`src/hdl/ifd_pkg.sv`:
```
// ifd_pkg: shared types and constants for the serial sensor frame deframer.
// No dependencies; used by every module under hdl/.
package ifd_pkg;

  localparam int WIN_LEN   = 10;  // bytes held ahead of the checksum byte
  localparam int PAY_LEN   = 8;   // payload bytes per frame
  localparam int NUM_KINDS = 6;
  localparam int KIND_W    = 3;
  localparam int FILL_W    = 4;
  localparam int IDX_W     = 3;

  // configuration register indexes
  localparam logic [IDX_W-1:0] REG_HEADER = 3'd0;
  localparam logic [IDX_W-1:0] REG_TIME   = 3'd1;
  localparam logic [IDX_W-1:0] REG_ACCEL  = 3'd2;
  localparam logic [IDX_W-1:0] REG_GYRO   = 3'd3;
  localparam logic [IDX_W-1:0] REG_ANGLE  = 3'd4;
  localparam logic [IDX_W-1:0] REG_MAG    = 3'd5;
  localparam logic [IDX_W-1:0] REG_QUAT   = 3'd6;

  localparam logic [7:0] HEADER_RST = 8'd85;
  localparam logic [NUM_KINDS-1:0][7:0] CODES_RST =
    {8'd89, 8'd84, 8'd83, 8'd82, 8'd81, 8'd80};

  // entry 0 is the oldest byte
  typedef logic [WIN_LEN-1:0][7:0] win_t;

  typedef struct packed {
    logic [7:0]                  header;
    logic [NUM_KINDS-1:0][7:0]   codes;
  } cfg_t;

  typedef struct packed {
    logic [KIND_W-1:0]       kind;
    logic [PAY_LEN*8-1:0]    payload;
  } res_t;

endpackage

```
`src/hdl/ifd_window.sv`:
```
// ifd_window: sliding window of the last ten received bytes, fill count and
// running byte sum of the window. Depends on ifd_pkg.
module ifd_window (
  input  logic              clk,
  input  logic              rst,
  input  logic              shift,
  input  logic [7:0]        rx_byte,
  output ifd_pkg::win_t     win,
  output logic              full,
  output logic [7:0]        win_sum
);

  ifd_pkg::win_t                   window;
  logic [ifd_pkg::FILL_W-1:0]      fill_count;
  logic [7:0]                      sum;

  // window starts all zero, so the oldest byte can always be taken out
  always_ff @(posedge clk) begin
    if (rst) begin
      window     <= '0;
      fill_count <= '0;
      sum        <= '0;
    end else if (shift) begin
      window <= {rx_byte, window[ifd_pkg::WIN_LEN-1:1]};
      sum    <= sum + rx_byte - window[0];
      if (fill_count != ifd_pkg::FILL_W'(ifd_pkg::WIN_LEN)) begin
        fill_count <= fill_count + 1'b1;
      end
    end
  end

  assign win     = window;
  assign full    = (fill_count == ifd_pkg::FILL_W'(ifd_pkg::WIN_LEN));
  assign win_sum = sum;

endmodule

```
`src/hdl/ifd_check.sv`:
```
// ifd_check: tests window plus new byte as one frame and picks the kind.
// Depends on ifd_pkg.
module ifd_check (
  input  ifd_pkg::win_t     win,
  input  logic              full,
  input  logic [7:0]        win_sum,
  input  logic [7:0]        rx_byte,
  input  ifd_pkg::cfg_t     cfg,
  output logic              hit,
  output ifd_pkg::res_t     res
);

  logic                          frame_ok;
  logic                          kind_found;
  logic [ifd_pkg::KIND_W-1:0]    kind;

  assign frame_ok = full && (win[0] == cfg.header) && (win_sum == rx_byte);

  // scan from the top so the lowest matching kind wins
  always_comb begin
    kind_found = 1'b0;
    kind       = '0;
    for (int i = ifd_pkg::NUM_KINDS - 1; i >= 0; i--) begin
      if (win[1] == cfg.codes[i]) begin
        kind_found = 1'b1;
        kind       = ifd_pkg::KIND_W'(i);
      end
    end
  end

  assign hit         = frame_ok && kind_found;
  assign res.kind    = kind;
  assign res.payload = win[ifd_pkg::PAY_LEN+1:2];

endmodule

```
`src/hdl/ifd_out_buf.sv`:
```
// ifd_out_buf: result register with a skid stage behind it.
// Depends on ifd_pkg.
module ifd_out_buf (
  input  logic                          clk,
  input  logic                          rst,
  input  logic                          res_valid,
  input  ifd_pkg::res_t                 res,
  output logic                          busy,
  output logic                          out_valid,
  input  logic                          out_stall,
  output logic [ifd_pkg::KIND_W-1:0]    frame_kind,
  output logic [ifd_pkg::PAY_LEN*8-1:0] payload
);

  logic            head_valid;
  ifd_pkg::res_t   head;
  logic            skid_valid;
  ifd_pkg::res_t   skid;
  logic            load;

  assign load = !head_valid || !out_stall;

  always_ff @(posedge clk) begin
    if (rst) begin
      head_valid <= 1'b0;
      skid_valid <= 1'b0;
    end else if (load) begin
      if (skid_valid) begin
        head_valid <= 1'b1;
        skid_valid <= 1'b0;
      end else begin
        head_valid <= res_valid;
      end
    end else if (res_valid) begin
      skid_valid <= 1'b1;
    end
  end

  always_ff @(posedge clk) begin
    if (load) begin
      head <= skid_valid ? skid : res;
    end
    if (!load && res_valid) begin
      skid <= res;
    end
  end

  // input side holds off only while the skid stage is occupied
  assign busy       = skid_valid;
  assign out_valid  = head_valid;
  assign frame_kind = head.kind;
  assign payload    = head.payload;

endmodule

```
`src/hdl/imu_frame_deframer_core.sv`:
```
// imu_frame_deframer_core: top level of the serial sensor frame deframer.
// Depends on ifd_pkg, ifd_window, ifd_check, ifd_out_buf.
//
//   channel | handshake            | payload
//   --------+----------------------+-----------------------------
//   input   | in_valid / in_stall  | rx_byte[7:0]
//   output  | out_valid / out_stall| frame_kind[2:0], payload[63:0]
//   config  | cfg_valid / cfg_ready| cfg_index[2:0], cfg_data[7:0]
//
// One byte per cycle while in_stall is low; each frame result is registered.
// The frame check is one pass of compares over the window and a running sum.
// in_stall rises only when a result waits in the skid stage behind a stalled
// output register. rst (synchronous) empties the window, restores registers.
// Config writes are always ready; indexes above six are dropped.
module imu_frame_deframer_core (
  input  logic                          clk,
  input  logic                          rst,
  input  logic                          in_valid,
  output logic                          in_stall,
  input  logic [7:0]                    rx_byte,
  output logic                          out_valid,
  input  logic                          out_stall,
  output logic [ifd_pkg::KIND_W-1:0]    frame_kind,
  output logic [ifd_pkg::PAY_LEN*8-1:0] payload,
  input  logic                          cfg_valid,
  output logic                          cfg_ready,
  input  logic [ifd_pkg::IDX_W-1:0]     cfg_index,
  input  logic [7:0]                    cfg_data
);

  ifd_pkg::cfg_t   cfg;
  ifd_pkg::win_t   win;
  ifd_pkg::res_t   res;
  logic            full;
  logic [7:0]      win_sum;
  logic            hit;
  logic            busy;
  logic            accept;
  logic [ifd_pkg::IDX_W-1:0] code_idx;

  assign cfg_ready = 1'b1;
  assign code_idx  = cfg_index - 1'b1;

  always_ff @(posedge clk) begin
    if (rst) begin
      cfg.header <= ifd_pkg::HEADER_RST;
      cfg.codes  <= ifd_pkg::CODES_RST;
    end else if (cfg_valid && cfg_ready) begin
      if (cfg_index == ifd_pkg::REG_HEADER) begin
        cfg.header <= cfg_data;
      end else if (cfg_index inside {[ifd_pkg::REG_TIME:ifd_pkg::REG_QUAT]}) begin
        cfg.codes[code_idx] <= cfg_data;
      end
    end
  end

  assign in_stall = busy;
  assign accept   = in_valid && !in_stall;

  ifd_window u_window (
    .clk     (clk),
    .rst     (rst),
    .shift   (accept),
    .rx_byte (rx_byte),
    .win     (win),
    .full    (full),
    .win_sum (win_sum)
  );

  ifd_check u_check (
    .win     (win),
    .full    (full),
    .win_sum (win_sum),
    .rx_byte (rx_byte),
    .cfg     (cfg),
    .hit     (hit),
    .res     (res)
  );

  ifd_out_buf u_out_buf (
    .clk        (clk),
    .rst        (rst),
    .res_valid  (accept && hit),
    .res        (res),
    .busy       (busy),
    .out_valid  (out_valid),
    .out_stall  (out_stall),
    .frame_kind (frame_kind),
    .payload    (payload)
  );

endmodule

```
`config.mk`:
```
export PLATFORM = sky130hd
export DESIGN_NAME = imu_frame_deframer_core
export DESIGN_NICKNAME = d
export VERILOG_FILES = /design/src/hdl/ifd_pkg.sv /design/src/hdl/ifd_window.sv /design/src/hdl/ifd_check.sv /design/src/hdl/ifd_out_buf.sv /design/src/hdl/imu_frame_deframer_core.sv
export SDC_FILE = /design/constraint.sdc
export NUM_CORES = 1
export LEC_CHECK = 0
export BUFFER_PORTS_ARGS = -buffer_cell sky130_fd_sc_hd__buf_4
export CORE_ASPECT_RATIO = 1.1
export CORE_UTILIZATION = 30
export CTS_BUF_LIST = sky130_fd_sc_hd__clkbuf_4 sky130_fd_sc_hd__clkbuf_8
export DETAILED_ROUTE_END_ITERATION = 10
export GPL_TIMING_DRIVEN = 0
export PLACE_DENSITY_LB_ADDON = 0.08
export SLEW_MARGIN = 40
export SYNTH_ARGS = -nofsm -noshare
export SYNTH_HDL_FRONTEND = slang
export SYNTH_SLANG_ARGS = --single-unit
```
`constraint.sdc`:
```
create_clock -name clk -period 11.1 [get_ports clk]
set_input_delay 2.22 -clock clk [delete_from_list [all_inputs] [get_ports clk]]
set_output_delay 2.22 -clock clk [all_outputs]
set_load 0.03 [all_outputs]
```
==> results of run 1 <==
==> logic make-up (layout without fill, tap and decap cells) <==
kind of cell,count (synthesis),count (layout),share of synthesized area
and+or+nand+nor,315,315,0.116
AOI/OAI and AO/OA,168,168,0.0802
adders and majority gates,21,21,0.0270
other,1,1,0.000321
DFF,284,284,0.602
xor gates and xnor gates,71,71,0.0532
buffers and inverters,97,292,0.0362
muxes,91,91,0.0851
==> metal layers <==
layer,GRT usage,part of all wire,up-vias
met4,0.0599,0.026,0
met1,0.195,0.46,3748
met2,0.247,0.47,130
met3,0.0297,0.039,53
li1,-,-,3938
met5,0,0,-
==> metrics by stage <==
step / total power [mW] / setup TNS, ns
final: 2.33 / 0
after global routing: 2.44 / 0
after CTS: 2.37 / 0
after detailed placement: 1.32 / 0
after global placement: 1.32 / -163.29
after floorplan: 1.26 / 0
==> sequential cells by signal, summed over array words and instances (netlist names) <==
register	count
cfg	56
u_out_buf.busy	1
u_out_buf.frame_kind	3
u_out_buf.out_valid	1
u_out_buf.payload	64
u_out_buf.skid	67
u_window.fill_count	4
u_window.win	80
u_window.win_sum	8
==> how the worst min path moves through the flow <==
stage	start	end	slack (ns)	depth (start not counted)
2_1_floorplan	u_window.win[16]$_SDFFE_PP0P_	u_out_buf.skid[0]$_DFFE_PP_	0.45	0
3_3_place_gp	u_window.win_sum[2]$_SDFFE_PP0P_	u_window.win_sum[2]$_SDFFE_PP0P_	0.47	2
3_5_place_dp	u_window.win_sum[2]$_SDFFE_PP0P_	u_window.win_sum[2]$_SDFFE_PP0P_	0.47	2
4_1_cts	u_window.win_sum[2]$_SDFFE_PP0P_	u_window.win_sum[2]$_SDFFE_PP0P_	0.48	2
5_1_grt	u_window.win[71]$_SDFFE_PP0P_	u_out_buf.skid[55]$_DFFE_PP_	0.49	0
6_report	u_window.win[71]$_SDFFE_PP0P_	u_window.win[63]$_SDFFE_PP0P_	0.48	2
==> placed cells by master, fill, tap and decap left out, types with 33 or more instances in the layout <==
cell / count
buf_4: 101
nand2_1: 217
mux2_2: 66
o21ai_0: 35
clkbuf_8: 57
edfxtp_1: 134
dfxtp_1: 150
xnor2_1: 42
a21oi_1: 110
inv_1: 35
nor2_1: 33
==> critical path, delay by kind of cell <==
kind,cells,cell delay (ns)
AOI/OAI and AO/OA,1,0.34
buffers and inverters,6,1.54
and+or+nand+nor,2,0.39
==> synthesized netlist by cell type, types with 2 or more instances <==
library cell    n  area share
o211ai_1        3      0.0019
nor2b_1         3      0.0016
fa_1            7       0.012
nor2_1         33       0.011
a21boi_0        3      0.0019
mux2_2         66       0.064
inv_1          35       0.011
xnor2_1        42       0.031
ha_1           14       0.015
o21ai_0        35       0.015
nor3_1          7      0.0030
nand4_1        14      0.0075
nand3_1        17      0.0073
xor2_1         29       0.022
nor4_1          4      0.0021
buf_4           4      0.0026
nor3b_1         2      0.0013
nor4_2          2      0.0021
clkbuf_1       28      0.0090
a21oi_1       110       0.047
edfxtp_1      134        0.34
dfxtp_1       150        0.26
o21a_1          2      0.0013
or3_1           3      0.0016
a211oi_1        4      0.0026
buf_1          14      0.0045
mux2i_1        25       0.021
nor4b_1         2      0.0015
nand2_1       218       0.070
buf_2          11      0.0047
buf_6           4      0.0039
==> cell type report <==
type | instances | share of cell area
clock inverters | 15 | 0.00881
flip-flops and latches | 284 | 0.495
inverters | 36 | 0.00952
clock buffers | 79 | 0.0669
repair buffers | 101 | 0.0562
well taps | 500 | 0.0441
plain buffers | 61 | 0.0203
multi-input cells | 667 | 0.299
==> power groups by stage <==
stage	sequential, mW	combinational (mW)	clock, mW
after CTS	1.12	0.177	1.07
after detailed placement	1.14	0.176	0
after floorplan	1.15	0.115	0
final	1.12	0.174	1.03
after global routing	1.12	0.199	1.11
after global placement	1.14	0.176	0
==> results, run 1 <==
- The post-placement setup slack is 6.15 ns.
- Across the run, the number of max-cap violations was 0.
- Setup slack on the worst reg-to-reg path comes out at 8.22 ns.
- The critical path launch point is in_valid.
- Detailed routing inserted a total of about 7900 vias.
- The maximum level of the CTS H-tree is 2.
- The most repeated library cell on the critical path is buf_4.
- The delay of the slowest cell on the worst path is about 0.46 ns.
- For this design the total switching power over the nets is between 0.5 and 0.6 mW.
- The via count of the first global-routing pass is 7794.
- Before antenna repair, the detailed router went through 4 iterations.
- The share of the clock period used by the worst path is 0.379.
- The combined global-route utilization of all metal layers is 0.151.
- TritonCTS built the clock tree.
- The share of total power dissipated in the clock network is 0.443.
- The post-cts sizing count is 0.
- Counting every net in the synthesized netlist gives 1093.
- The die covers around 0.04 sq mm.
- STA classifies the critical path endpoint as a flip-flop.
- The end-of-flow core utilization is 0.371.
- The share of the Yosys chip area taken by registers is 0.602.
- Of the total power, the share spent switching nets is 0.242.
- The tightest hold path in the finished design has a slack of 0.476 ns.
- The clock reaches the later pin of the worst-skew pair after slightly above 0.6 ns.
- The total leakage power is roughly 5.5 nW.
- The number of sinks driven by the clock tree is 284.
- The number of warning messages in the yosys log is 0.
- The cell total after placement is around 1600.
- Traced cell by cell, the critical path runs through buf_4 > nor2b_1 > buf_2 > clkbuf_1 > nand4_1 > a211oi_4 > buf_4 > buf_4 > buf_4.
- The first-iteration detailed-routing DRC count is approximately 360.
- The number of antenna violations at the first check in global routing was 0.
- The mean routed wirelength per cell is between 15 and 20 um.
- The share of async-settable or async-resettable flops after synthesis is 0.
- After clock tree synthesis, the clock-pin slew on the worst setup and hold paths is 0.06 ns.
- The worst min-delay path class is reg2reg.
- With fillers left out, the area of the finished cells amounts to 0.0142 sq mm.
- The worst slew slack as a fraction of its limit is 0.503.
- From synthesis to final layout, the design area changed by 21.6%.
- The number of nets with antenna violations after detailed routing is 0.
- The via count normalized by instance count is 4.51.
- The initial utilization of the core area, before any placement, comes to 0.305.
- CTS placed an instance of clkbuf_8 at the clock tree root.
- The multi-input combinational cell area is around 0.0043 sq mm.
- The total inserted antenna cells is 0.
- The number of cells on the worst reg-to-reg path is 9.
- The register share of total power is 0.482.
- Counting the fill cells in the layout gives ~4000.
- The number of instances in the synthesized netlist is roughly 1000.
- Power spread over the standard cell area amounts to approximately 160 mW/mm^2.
- Clock skew on the completed layout was measured at around 0.021 ns.
- The number of enable flip-flop cells after synthesis is around 130.
- In this run the critical register-to-register path is launched from u_window.win[8]$_SDFFE_PP0P_.
- Buffers placed on the I/O ports in this run total 92.
- After floorplanning, the core was sized to cover approximately 0.038 sq mm.
- The total congestion overflow is 0.
- In the final layout, the share of cells above drive strength 1 is 0.228.
- Excluding fillers, the count of instances in the completed layout stands at 1743.
- The wire-length estimate of the detail-placed layout is 20100 um.
- The capture instance of the worst register-to-register path is u_out_buf.skid[42]$_DFFE_PP_.
- The design internal power is about 1.8 mW.
- The kind of start point of the critical path is an input pin.
- Setup violations remaining at the end of the flow were counted as 0.
- The final number of max-transition violations was 0.
- The time the final worst path needs with I/O delays and setup is 4.20 ns.
- Entering global routing, the biggest net connects 35 pins.
- The cell with the largest stage delay on the worst path is clkbuf_1.
- The transition time of the tightest slew-check pin is 0.746 ns.
- The post-CTS setup-driven buffer insertion count is 0.
- After detailed placement, the total cell area comes to 0.0131 sq mm.
- Setup slack on the critical path of the routed design comes to 6.90 ns.
- The required time reported for the critical path endpoint is 11.41 ns.
- The average instance area after synthesis is 11.1 sq um.
- The final layout contains approximately 1200 nets.
- Data on the critical path arrives at its endpoint at 4.51 ns.
- The capture point of the worst path is u_out_buf.skid[42]$_DFFE_PP_.
- The maximum VDD drop is around 0.083 mV.
- The category of the critical setup timing path is in2reg.
- Summing all flip-flop and latch instances after layout gives between 0.007 and 0.008 sq mm.
- The number of hold violations in the final report came to 0.
- Measured along the x axis, the die boundary spans about 190 um.
- During I/O placement, the number of pins put on the boundary was between 90 and 100.
- The total CTS buffers is 51.
- The number of design rule violations left after detail routing is 0.
- The flow ran to the end, and the final reports show no timing, DRC or antenna violations.
- For this block, the routed nets add up to slightly below 30000 um of wire.
- In this run, distinct cell masters in the synthesized netlist total 54.
- In this run the cell area of the synthesized design comes to about 0.012 sq mm.
- Routability-driven placement finished with a final weighted congestion of 0.774.
- From bottom edge to top edge, the die measures between 200 and 250 um.
- The share of total power dissipated in combinational logic is 0.075.
- Setup repair after global routing left no endpoint under its margin.
- The longest clock path from root to sink contains 3 buffers.
- The most used flip-flop cell after synthesis is dfxtp_1.
- The post-synthesis sequential element count is ~280.
- Static timing analysis puts the maximum clock frequency at around 0.24 GHz.
- The largest fanout on the critical path is 11.
- The global-route wire length before repair is ~46000 um.
- The hold buffer count at CTS is 0.
- The number of rows in the core area is 75.
(Power assumes the default switching activity.)
==> inputs of run 2 (changes only) <==
- ABC_AREA: default -> 1
- clock period: 11.1 -> 4 ns (I/O delays scaled with it)
==> run 2 against run 1 <==
  * Sequential share of layout area rose by 0.42 points
  * Via count rose by 10%
  * Final area fell by 0.85%
  * Count of clock-buffer cells in the layout rose by 9
  * Critical endpoint is now u_out_buf.skid[19]$_DFFE_PP_
  * Register-to-register slack got worse by 7.1 ns
  * Combinational power rose to 4.4 times the previous value
  * Sequential cell count did not move
  * Synthesized cell count rose by 21%
==> results, run 2 <==
- The arrival time at the worst endpoint is 3.20 ns (-1.31 ns).
- The number of instances in the synthesized netlist was 1265 (+21%).
- In this run the critical register-to-register path is launched from u_window.win[15]$_SDFFE_PP0P_.
- The share of async-settable or async-resettable flops after synthesis is 0 (unchanged).
- The global-route wire length before repair is 49400 um (+8.4%).
- The mux share of post-synthesis cell area is 0 (-0.0851).
- The number of hold violations in the final report is 0 (unchanged).
- The mean routed wirelength per cell was 16.1 um (-4.2%).
- The total CTS buffers is 51 (unchanged).
- The required time reported for the critical path endpoint is 4.28 ns (-7.13 ns).
- The cell with the largest stage delay on the worst path is dfxtp_1.
- The switching power of the nets is 1.75 mW (+210%).
- The number of nets with antenna violations after detailed routing was 0 (unchanged).
- The die width is 190 um (-0.30%).
- The total wire length after detailed routing came to 31500 um (+7.2%).
- Summed over all instances, the cell type with the most area after synthesis is edfxtp_1.
- The clock-pin slew of the registers on the worst-case setup and hold paths is 0.06 ns (about the same).
- The via count of the first global-routing pass came to 8667 (+11%).
- The synthesized-area fraction occupied by ao, oa, aoi and oai cells is 0.146 (+0.0656).
- The share of power burned in the clock network is 0.405 (-0.038).
- The transition time of the tightest slew-check pin came to 0.701 ns (-0.0451 ns).
- The flip-flop count of the largest register, all copies and words added is 80 (unchanged).
- STA classifies the critical path endpoint as a flip-flop.
- The worst hold path begins at u_window.win[66]$_SDFFE_PP0P_.
- The fraction of final layout cells with drive strength greater than 1 is 0.148 (-0.0803).
- The post-cts sizing count is 0 (unchanged).
- The first-iteration detailed-routing DRC count is 442 (+22%).
- The kind of start point of the critical path is a flip-flop.
- The number of enable flip-flop cells after synthesis is 134 (unchanged).
- The min-delay analysis places its worst path in the category reg2reg.
- The area of the die is 0.0395 sq mm (-0.60%).
- The critical path goes through clkbuf_2 > inv_1 > nand2_1 > nand2_1 > nor2_1 > nand2_1 > nor2_1 > nor2_1 > nand3_1 > nand2_1 > nor2_4 > buf_16 > buf_16 > buf_16.
- The number of port buffers came to 91 (-1.1%).
- The worst hold path stage count came to 0 (-2).
- The via count is 8658 (+10%).
- By area the synthesized netlist is led by edfxtp_1 (35%), dfxtp_1 (26%), nand2_1 (9.4%).
- The final hold slack is 0.450 ns (-0.0256 ns).
- The net count of the mapped netlist is 1310 (+20%).
- Among cell families on the critical path, the largest total delay comes from simple AND/OR/NAND/NOR gates.
- The number of fillers in the final layout is 3972 (+1.7%).
- The adder-cell area share of the yosys netlist was 0.0272 (+0.000166).
- The max capacitance violation total came to 0 (unchanged).
- The share of the clock period used by the worst path is 0.730.
- The number of design rule violations left after detail routing is 0 (unchanged).
- The total congestion overflow is 0 (unchanged).
- The number of sinks driven by the clock tree came to 284 (unchanged).
- The clock tree from TritonCTS is yes.
- The total buffers and inverters traversed by the critical path is 5 (-1).
- The root buffer selected by CTS is clkbuf_8.
- The cell area after technology mapping is 0.0116 sq mm (-0.61%).
- The worst slew slack as a fraction of its limit came to 0.533 (+0.0301).
- The total inserted antenna cells came to 0 (unchanged).
- The end-of-flow core utilization is 0.370 (-0.00133).
- The area of the core came to 0.0381 sq mm (-0.49%).
- The maximum level of the CTS H-tree is 2 (unchanged).
- In the synthesized netlist, the cells that appear most often are nand2_1 (291), o21ai_0 (180), inv_1 (156).
- The synthesis-to-finish area growth is 21.3%.
- The final net count is 1458 (+17%).
- The final total negative setup slack is 0 ns (unchanged).
- The part of the total power dissipated in combinational logic is 0.114 (+0.039).
- The final number of max-transition violations is 0 (unchanged).
- The setup-violating endpoint count in the final report is 0 (unchanged).
- The largest fanout on the critical path is 17 (+6).
- The number of detailed-routing iterations run before antenna repair is 5 (+1).
- The register share of total power was 0.481 (about the same).
- The total leakage power is 5.89 nW (+6.7%).
- The delay of the slowest cell on the worst path came to 0.33 ns (-0.13 ns).
- The run finished with clean final reports.
- The most common library cell in the layout ignoring fill and taps is nand2_1.
- The switching share of total power was 0.259 (+0.0170).
- The number of cells on the worst reg-to-reg path came to 14 (+5).
- The number of rows in the core area was 75 (unchanged).
- The placer congestion estimate is 0.776 (+0.19%).
- The internal reg-to-reg setup slack is 1.08 ns (-7.14 ns).
- The post-CTS setup-driven buffer insertion count is 0 (unchanged).
- The number of warning messages in the yosys log was 0 (unchanged).
- The critical path in this run is classified as reg2reg.
- The endpoint identified for the worst register-to-register timing path is u_out_buf.skid[19]$_DFFE_PP_.
- The design internal power is 5.01 mW (+180%).
- The library cell with the highest instance count after synthesis is nand2_1.
- The post-synthesis sequential element count is 284 (unchanged).
- The maximum buffer depth of the clock tree came to 3 (unchanged).
- The multi-input combinational cell area came to 0.00375 sq mm (-12%).
- The initial standard-cell utilization of the core was 0.305 (-0.000369).
- The via count normalized by instance count was 4.44 (-1.7%).
- The later-pin clock latency in the skew report is 0.58 ns (-0.03 ns).
- The share of the synthesized area in the top cell type is 0.347 (+0.00212).
- The maximum number of pins on one net before global-route repair is 70 (+100%).
- The number of I/O pins came to 94 (unchanged).
- The chip height is 208 um (-0.30%).
- The average instance area after synthesis is 9.18 sq um (-18%).
- The power per unit of standard cell area is 481 mW/mm^2 (+190%).
- The top cell types in the final layout, fill and taps aside, are nand2_1 (290), o21ai_0 (180), inv_1 (156).
- The number of antenna violations at the first check in global routing was 0 (unchanged).
- The timing-limited maximum frequency is 0.343 GHz.
- The combinational family with the most area after synthesis is compound AO/OA/AOI/OAI gates.
- The time the final worst path needs with I/O delays and setup is 2.92 ns.
- Setup repair after global routing left no endpoint under its margin.
- The maximum VDD drop is 0.239 mV (+190%).
- The footprint of the flip-flops and latches was 0.00703 sq mm (unchanged).
- The share of the synthesized netlist area taken by xor and xnor gates is 0.0158 (-0.0374).
- The main flop type after synthesis is dfxtp_1.
- The distinct cell type count of the synthesized netlist was 32 (-41%).
- The most repeated library cell on the critical path is nand2_1.
- The sequential area share after synthesis is 0.605 (+0.00370).
- The final worst clock skew is 0.0230 ns (+0.00163 ns).
- The hold buffer count at CTS is 0 (unchanged).
- The detailed placement HPWL came to 22100 um (+9.8%).
- The simple-gate share of the synthesized area is 0.131 (+0.0152).
- The destination of the worst hold path is u_out_buf.skid[50]$_DFFE_PP_.
- The combined global-route utilization of all metal layers came to 0.163 (+0.0121).
==> run 2: changes by cell type after synthesis, sizes merged, moves of 35 or more <==
cell	before	now
inv	35	163
xnor2	42	6
nor2	34	69
o21ai	35	180
nand2	218	295
mux2	66	0
==> run 2: worst max path at each step <==
| stage | depth (start not counted) | from | slack (ns) | endpoint |
|---|---|---|---|---|
| 2_1_floorplan | 2 | out_stall | 0.08 | u_out_buf.skid[0]$_DFFE_PP_ |
| 3_3_place_gp | 3 | out_stall | -1.66 | u_out_buf.skid[19]$_DFFE_PP_ |
| 3_5_place_dp | 10 | in_valid | 0.95 | u_out_buf.skid[19]$_DFFE_PP_ |
| 4_1_cts | 14 | u_window.win[15]$_SDFFE_PP0P_ | 1.02 | u_out_buf.skid[21]$_DFFE_PP_ |
| 5_1_grt | 14 | u_window.win[15]$_SDFFE_PP0P_ | 0.83 | u_out_buf.skid[26]$_DFFE_PP_ |
| 6_report | 14 | u_window.win[15]$_SDFFE_PP0P_ | 1.08 | u_out_buf.skid[19]$_DFFE_PP_ |
==> run 2: cell families after synthesis <==
family / after synthesis
adder cells (fa/ha/maj): 21
AO/OA/AOI/OAI: 327
XOR/XNOR: 21
flip-flops: 284
other: 1
AND/OR/NAND/NOR: 390
buffers and inverters: 221
==> run 2: metrics by stage <==
stage          worst slack (ns)  total power, mW  std cells  instance area (sq um)
2_1_floorplan            0.0819             3.82       1265                  11600
4_1_cts                    1.02             6.88       1951                  14100
6_report                   1.08             6.77       1951                  14100
3_3_place_gp              -1.66             4.08       1856                  12900
5_1_grt                   0.826             7.11       1951                  14100
3_5_place_dp              0.945             4.09       1860                  13100
==> run 2: cell type report <==
type / count / share of cell area
clock inverters: 3 / 0.00160
clock buffers: 88 / 0.0714
multi-input cells: 760 / 0.266
well taps: 500 / 0.0444
repair buffers: 95 / 0.0563
plain buffers: 57 / 0.0173
inverters: 164 / 0.0437
flip-flops and latches: 284 / 0.499
==> run 2: worst reg2reg max path: stages, from the launching register on <==
cell      delay [ns]
dfxtp_1         0.33
clkbuf_2        0.23
inv_1           0.24
nand2_1         0.11
nand2_1         0.05
nor2_1          0.07
nand2_1         0.07
nor2_1          0.31
nor2_1          0.10
nand3_1         0.11
nand2_1         0.11
nor2_4          0.31
buf_16          0.21
buf_16          0.17
buf_16          0.17
==> run 2: power by group through the flow <==
stage	clock network (mW)	registers (mW)	logic (mW)
CTS	2.84	3.26	0.780
finish	2.74	3.26	0.768
global route	2.97	3.27	0.873
detailed placement	0	3.32	0.775
global placement	0	3.32	0.769
floorplan	0	3.38	0.439
==> run 2: per-layer routing <==
| layer | up-vias | global-route usage | share of wire |
|---|---|---|---|
| met4 | 0 | 0.0445 | 0.016 |
| li1 | 4471 | - | - |
| met3 | 49 | 0.0277 | 0.035 |
| met1 | 4002 | 0.213 | 0.48 |
| met2 | 136 | 0.276 | 0.47 |
| met5 | - | 0 | 0 |
==> inputs of run 3 (changes only) <==
- clock period: 4 -> 2.8 ns (I/O delays scaled with it)
==> run 3 against run 2 <==
  * Register-to-register slack worse by 0.90 ns
  * Core utilization grew 0.41 points
  * Die area is the same
  * Global-route usage up 0.24 points
  * Sequential share of layout area shrank 0.54 points
  * Setup slack lost 0.90 ns
  * Sequential cell count unchanged
  * Final cell count increased by 0.67%
  * Power increased by 47%
  * Fmax is 12% higher
  * Largest cell class unchanged
==> results, run 3 (same netlist as run 2, synthesis figures left out) <==
- The start point of the worst min-delay path is cfg_data[6].
- The number of hold violations in the final report came to 0 (unchanged).
- The met3 track utilization from global routing was 0.0295 (+0.00186).
- The required time reported for the critical path endpoint was 3.10 ns (-1.18 ns).
- The critical path starts at u_window.win[15]$_SDFFE_PP0P_.
- The share of the clock period used by the worst path is 0.934 (+0.204).
- The setup-violating endpoint count in the final report came to 0 (unchanged).
- The final worst clock skew is 0.0242 ns (+0.00123 ns).
- The total inserted antenna cells is 0 (unchanged).
- The number of design rule violations left after detail routing is 0 (unchanged).
- The part of the total power dissipated in combinational logic was 0.111 (-0.003).
- The number of port buffers is 91 (unchanged).
- The maximum buffer depth of the clock tree is 3 (unchanged).
- The total leakage power is 5.95 nW (+0.97%).
- The combined global-route utilization of all metal layers is 0.166 (+0.00244).
- The final worst-path setup slack is 0.185 ns (-0.896 ns).
- The number of cells on the worst reg-to-reg path is 14 (unchanged).
- The initial standard-cell utilization of the core is 0.305 (unchanged).
- The met1 track demand over resource in global routing is 0.217 (+0.00331).
- The share of power burned in the clock network came to 0.420 (+0.015).
- The flip-flop count of the largest register, all copies and words added is 80 (unchanged).
- TritonCTS built the clock tree.
- The final hold slack is 0.239 ns (-0.212 ns).
- The worst hold path stage count was 3 (+3).
- The detailed placement HPWL is 22000 um (-0.37%).
- The largest fanout on the critical path was 18 (+1).
- The worst slew slack as a fraction of its limit was 0.530 (-0.00308).
- The final non-filler cell total was 1964 (+0.67%).
- The hold buffer count at CTS is 0 (unchanged).
- The global-route wire length before repair is 49900 um (+0.94%).
- The largest delay contributor family on the critical path is simple AND/OR/NAND/NOR gates.
- Setup repair after global routing left no endpoint under its margin.
- The timing-limited maximum frequency is 0.382 GHz (+12%).
- The number of nets with antenna violations after detailed routing is 0 (unchanged).
- The library cells used most frequently in the layout, excluding fill and tap cells, are nand2_1 (290), o21ai_0 (180), inv_1 (152).
- The cell with the largest stage delay on the worst path is dfxtp_1.
- The transition time of the tightest slew-check pin is 0.705 ns (+0.00462 ns).
- The synthesis-to-finish area growth is 22.6%.
- The kind of start point of the critical path is a flip-flop.
- The root buffer selected by CTS is clkbuf_8.
- The via count came to 8767 (+1.3%).
- The worst min-delay path class is in2reg.
- The via count of the first global-routing pass came to 8699 (+0.37%).
- The number of detailed-routing iterations run before antenna repair is 5 (unchanged).
- The final number of max-transition violations is 0 (unchanged).
- The maximum number of pins on one net before global-route repair was 70 (unchanged).
- The most common library cell in the layout ignoring fill and taps is nand2_1.
- The run finished with clean final reports.
- The time the final worst path needs with I/O delays and setup was 2.62 ns (-0.304 ns).
- The clock-pin slew of the registers on the worst-case setup and hold paths is 0.06 ns (about the same).
- The maximum level of the CTS H-tree is 2 (unchanged).
- The capture instance of the worst register-to-register path is u_out_buf.skid[19]$_DFFE_PP_.
- The power per unit of standard cell area is 698 mW/mm^2 (+45%).
- The total buffers and inverters traversed by the critical path is 5 (unchanged).
- The number of antenna violations at the first check in global routing is 0 (unchanged).
- The total CTS buffers is 51 (unchanged).
- The die width is 190 um (unchanged).
- The total congestion overflow is 0 (unchanged).
- The area of the core is 0.0381 sq mm (unchanged).
- The register share of total power came to 0.468 (-0.013).
- The design internal power is 7.34 mW (+46%).
- The arrival time at the worst endpoint came to 2.92 ns (-0.28 ns).
- The total wire length after detailed routing came to 32100 um (+2.0%).
- The max capacitance violation total is 0 (unchanged).
- The number of fillers in the final layout is 3941 (-0.78%).
- The post-route total power came to 9.93 mW (+47%).
- The mean routed wirelength per cell is 16.3 um (+1.3%).
- The worst hold path terminates at cfg[54]$_SDFFE_PP1P_.
- The switching power of the nets is 2.60 mW (+48%).
- The number of rows in the core area came to 75 (unchanged).
- The cell total after placement came to 1860 (unchanged).
- The global routing met2 resource utilization is 0.273 (-0.00291).
- The number of sinks driven by the clock tree is 284 (unchanged).
- The placer congestion estimate is 0.783 (+0.97%).
- The switching share of total power came to 0.261 (+0.00219).
- The chip height is 208 um (unchanged).
- Walking the worst path, the cells encountered are clkbuf_4 > clkinvlp_4 > nand2_1 > nand2_1 > nor2_1 > nand2_1 > nor2_2 > nor2_1 > nand3_1 > nand2_1 > nor2_4 > buf_12 > buf_8 > buf_8.
- The later-pin clock latency in the skew report was 0.62 ns (+0.04 ns).
- The delay of the slowest cell on the worst path came to 0.33 ns (about the same).
- The post-placement setup slack is -0.436 ns (-1.38 ns).
- The final net count is 1466 (+0.55%).
- The via count normalized by instance count is 4.46 (+0.59%).
- The first-iteration detailed-routing DRC count is 507 (+15%).
- The internal reg-to-reg setup slack came to 0.18 ns (-0.90 ns).
- The fraction of final layout cells with drive strength greater than 1 is 0.160 (+0.0117).
- The critical register-to-register path startpoint is u_window.win[15]$_SDFFE_PP0P_.
- The worst setup path is captured at a flip-flop.
- The area of the die came to 0.0395 sq mm (unchanged).
- The number of I/O pins is 94 (unchanged).
- The most repeated library cell on the critical path is nand2_1.
- The maximum VDD drop is 0.347 mV (+45%).
- In this run the most used layer during global routing was met2.
- The worst setup path is of the reg2reg kind.
run 3: cell count changes in the layout (fill, tap and decap cells not counted), moves of 4 or more:
cell / delta
clkbuf_8: +12
clkinv_1: +4
clkinvlp_4: +4
nor2_1: -4
clkbuf_4: -10
inv_1: -4
buf_16: -4
buf_4: +8
run 3: final cells by class:
class | count | area (sq um) | area share
plain buffers | 57 | 251 | 0.0177
clock buffers | 87 | 1070 | 0.0753
clock inverters | 9 | 46.3 | 0.00325
inverters | 164 | 627 | 0.0440
multi-input cells | 760 | 3770 | 0.265
flip-flops and latches | 284 | 7030 | 0.494
well taps | 500 | 626 | 0.0439
repair buffers | 103 | 818 | 0.0575
run 3: worst min-delay path: stages:
cell and delay, ns:
buf_4 0.14, nand2_1 0.06, nand3_1 0.06
run 3: routing by layer:
layer | vias to the layer above | wire length (um)
met5 | - | 0
met4 | 0 | 672
met3 | 50 | 1310
met2 | 162 | 15200
met1 | 4068 | 14900
li1 | 4487 | -
run 3: power by group through the flow:
stage | logic, mW | registers, mW | clock network [mW]
after floorplan | 0.627 | 4.83 | 0
after global placement | 1.10 | 4.74 | 0
after detailed placement | 1.11 | 4.74 | 0
after CTS | 1.12 | 4.65 | 4.32
after global routing | 1.26 | 4.67 | 4.50
final | 1.11 | 4.65 | 4.17
run 3: worst max path at each step:
stage,end,depth (start not counted)
6_report,u_out_buf.skid[19]$_DFFE_PP_,14
5_1_grt,u_out_buf.skid[19]$_DFFE_PP_,14
4_1_cts,u_out_buf.skid[31]$_DFFE_PP_,14
3_5_place_dp,u_out_buf.skid[19]$_DFFE_PP_,15
3_3_place_gp,u_out_buf.skid[19]$_DFFE_PP_,11
2_1_floorplan,u_out_buf.skid[0]$_DFFE_PP_,11
run 3: stage by stage:
step | util | cell area (sq um) | TNS, ns
after floorplan | - | 11600 | 0
after global placement | 0.339 | 12900 | -71.55
after detailed placement | 0.341 | 13000 | -10.64
after CTS | 0.372 | 14200 | 0
after global routing | 0.374 | 14200 | 0
final | 0.374 | 14200 | 0
run 3: timing repair:
action | in CTS | in global routing
setup buffers | 5 | 3
cloned | 0 | 1
gates resized for setup | 12 | 5
pin swaps | 1 | 1
setup endpoints to repair | 43 | 18
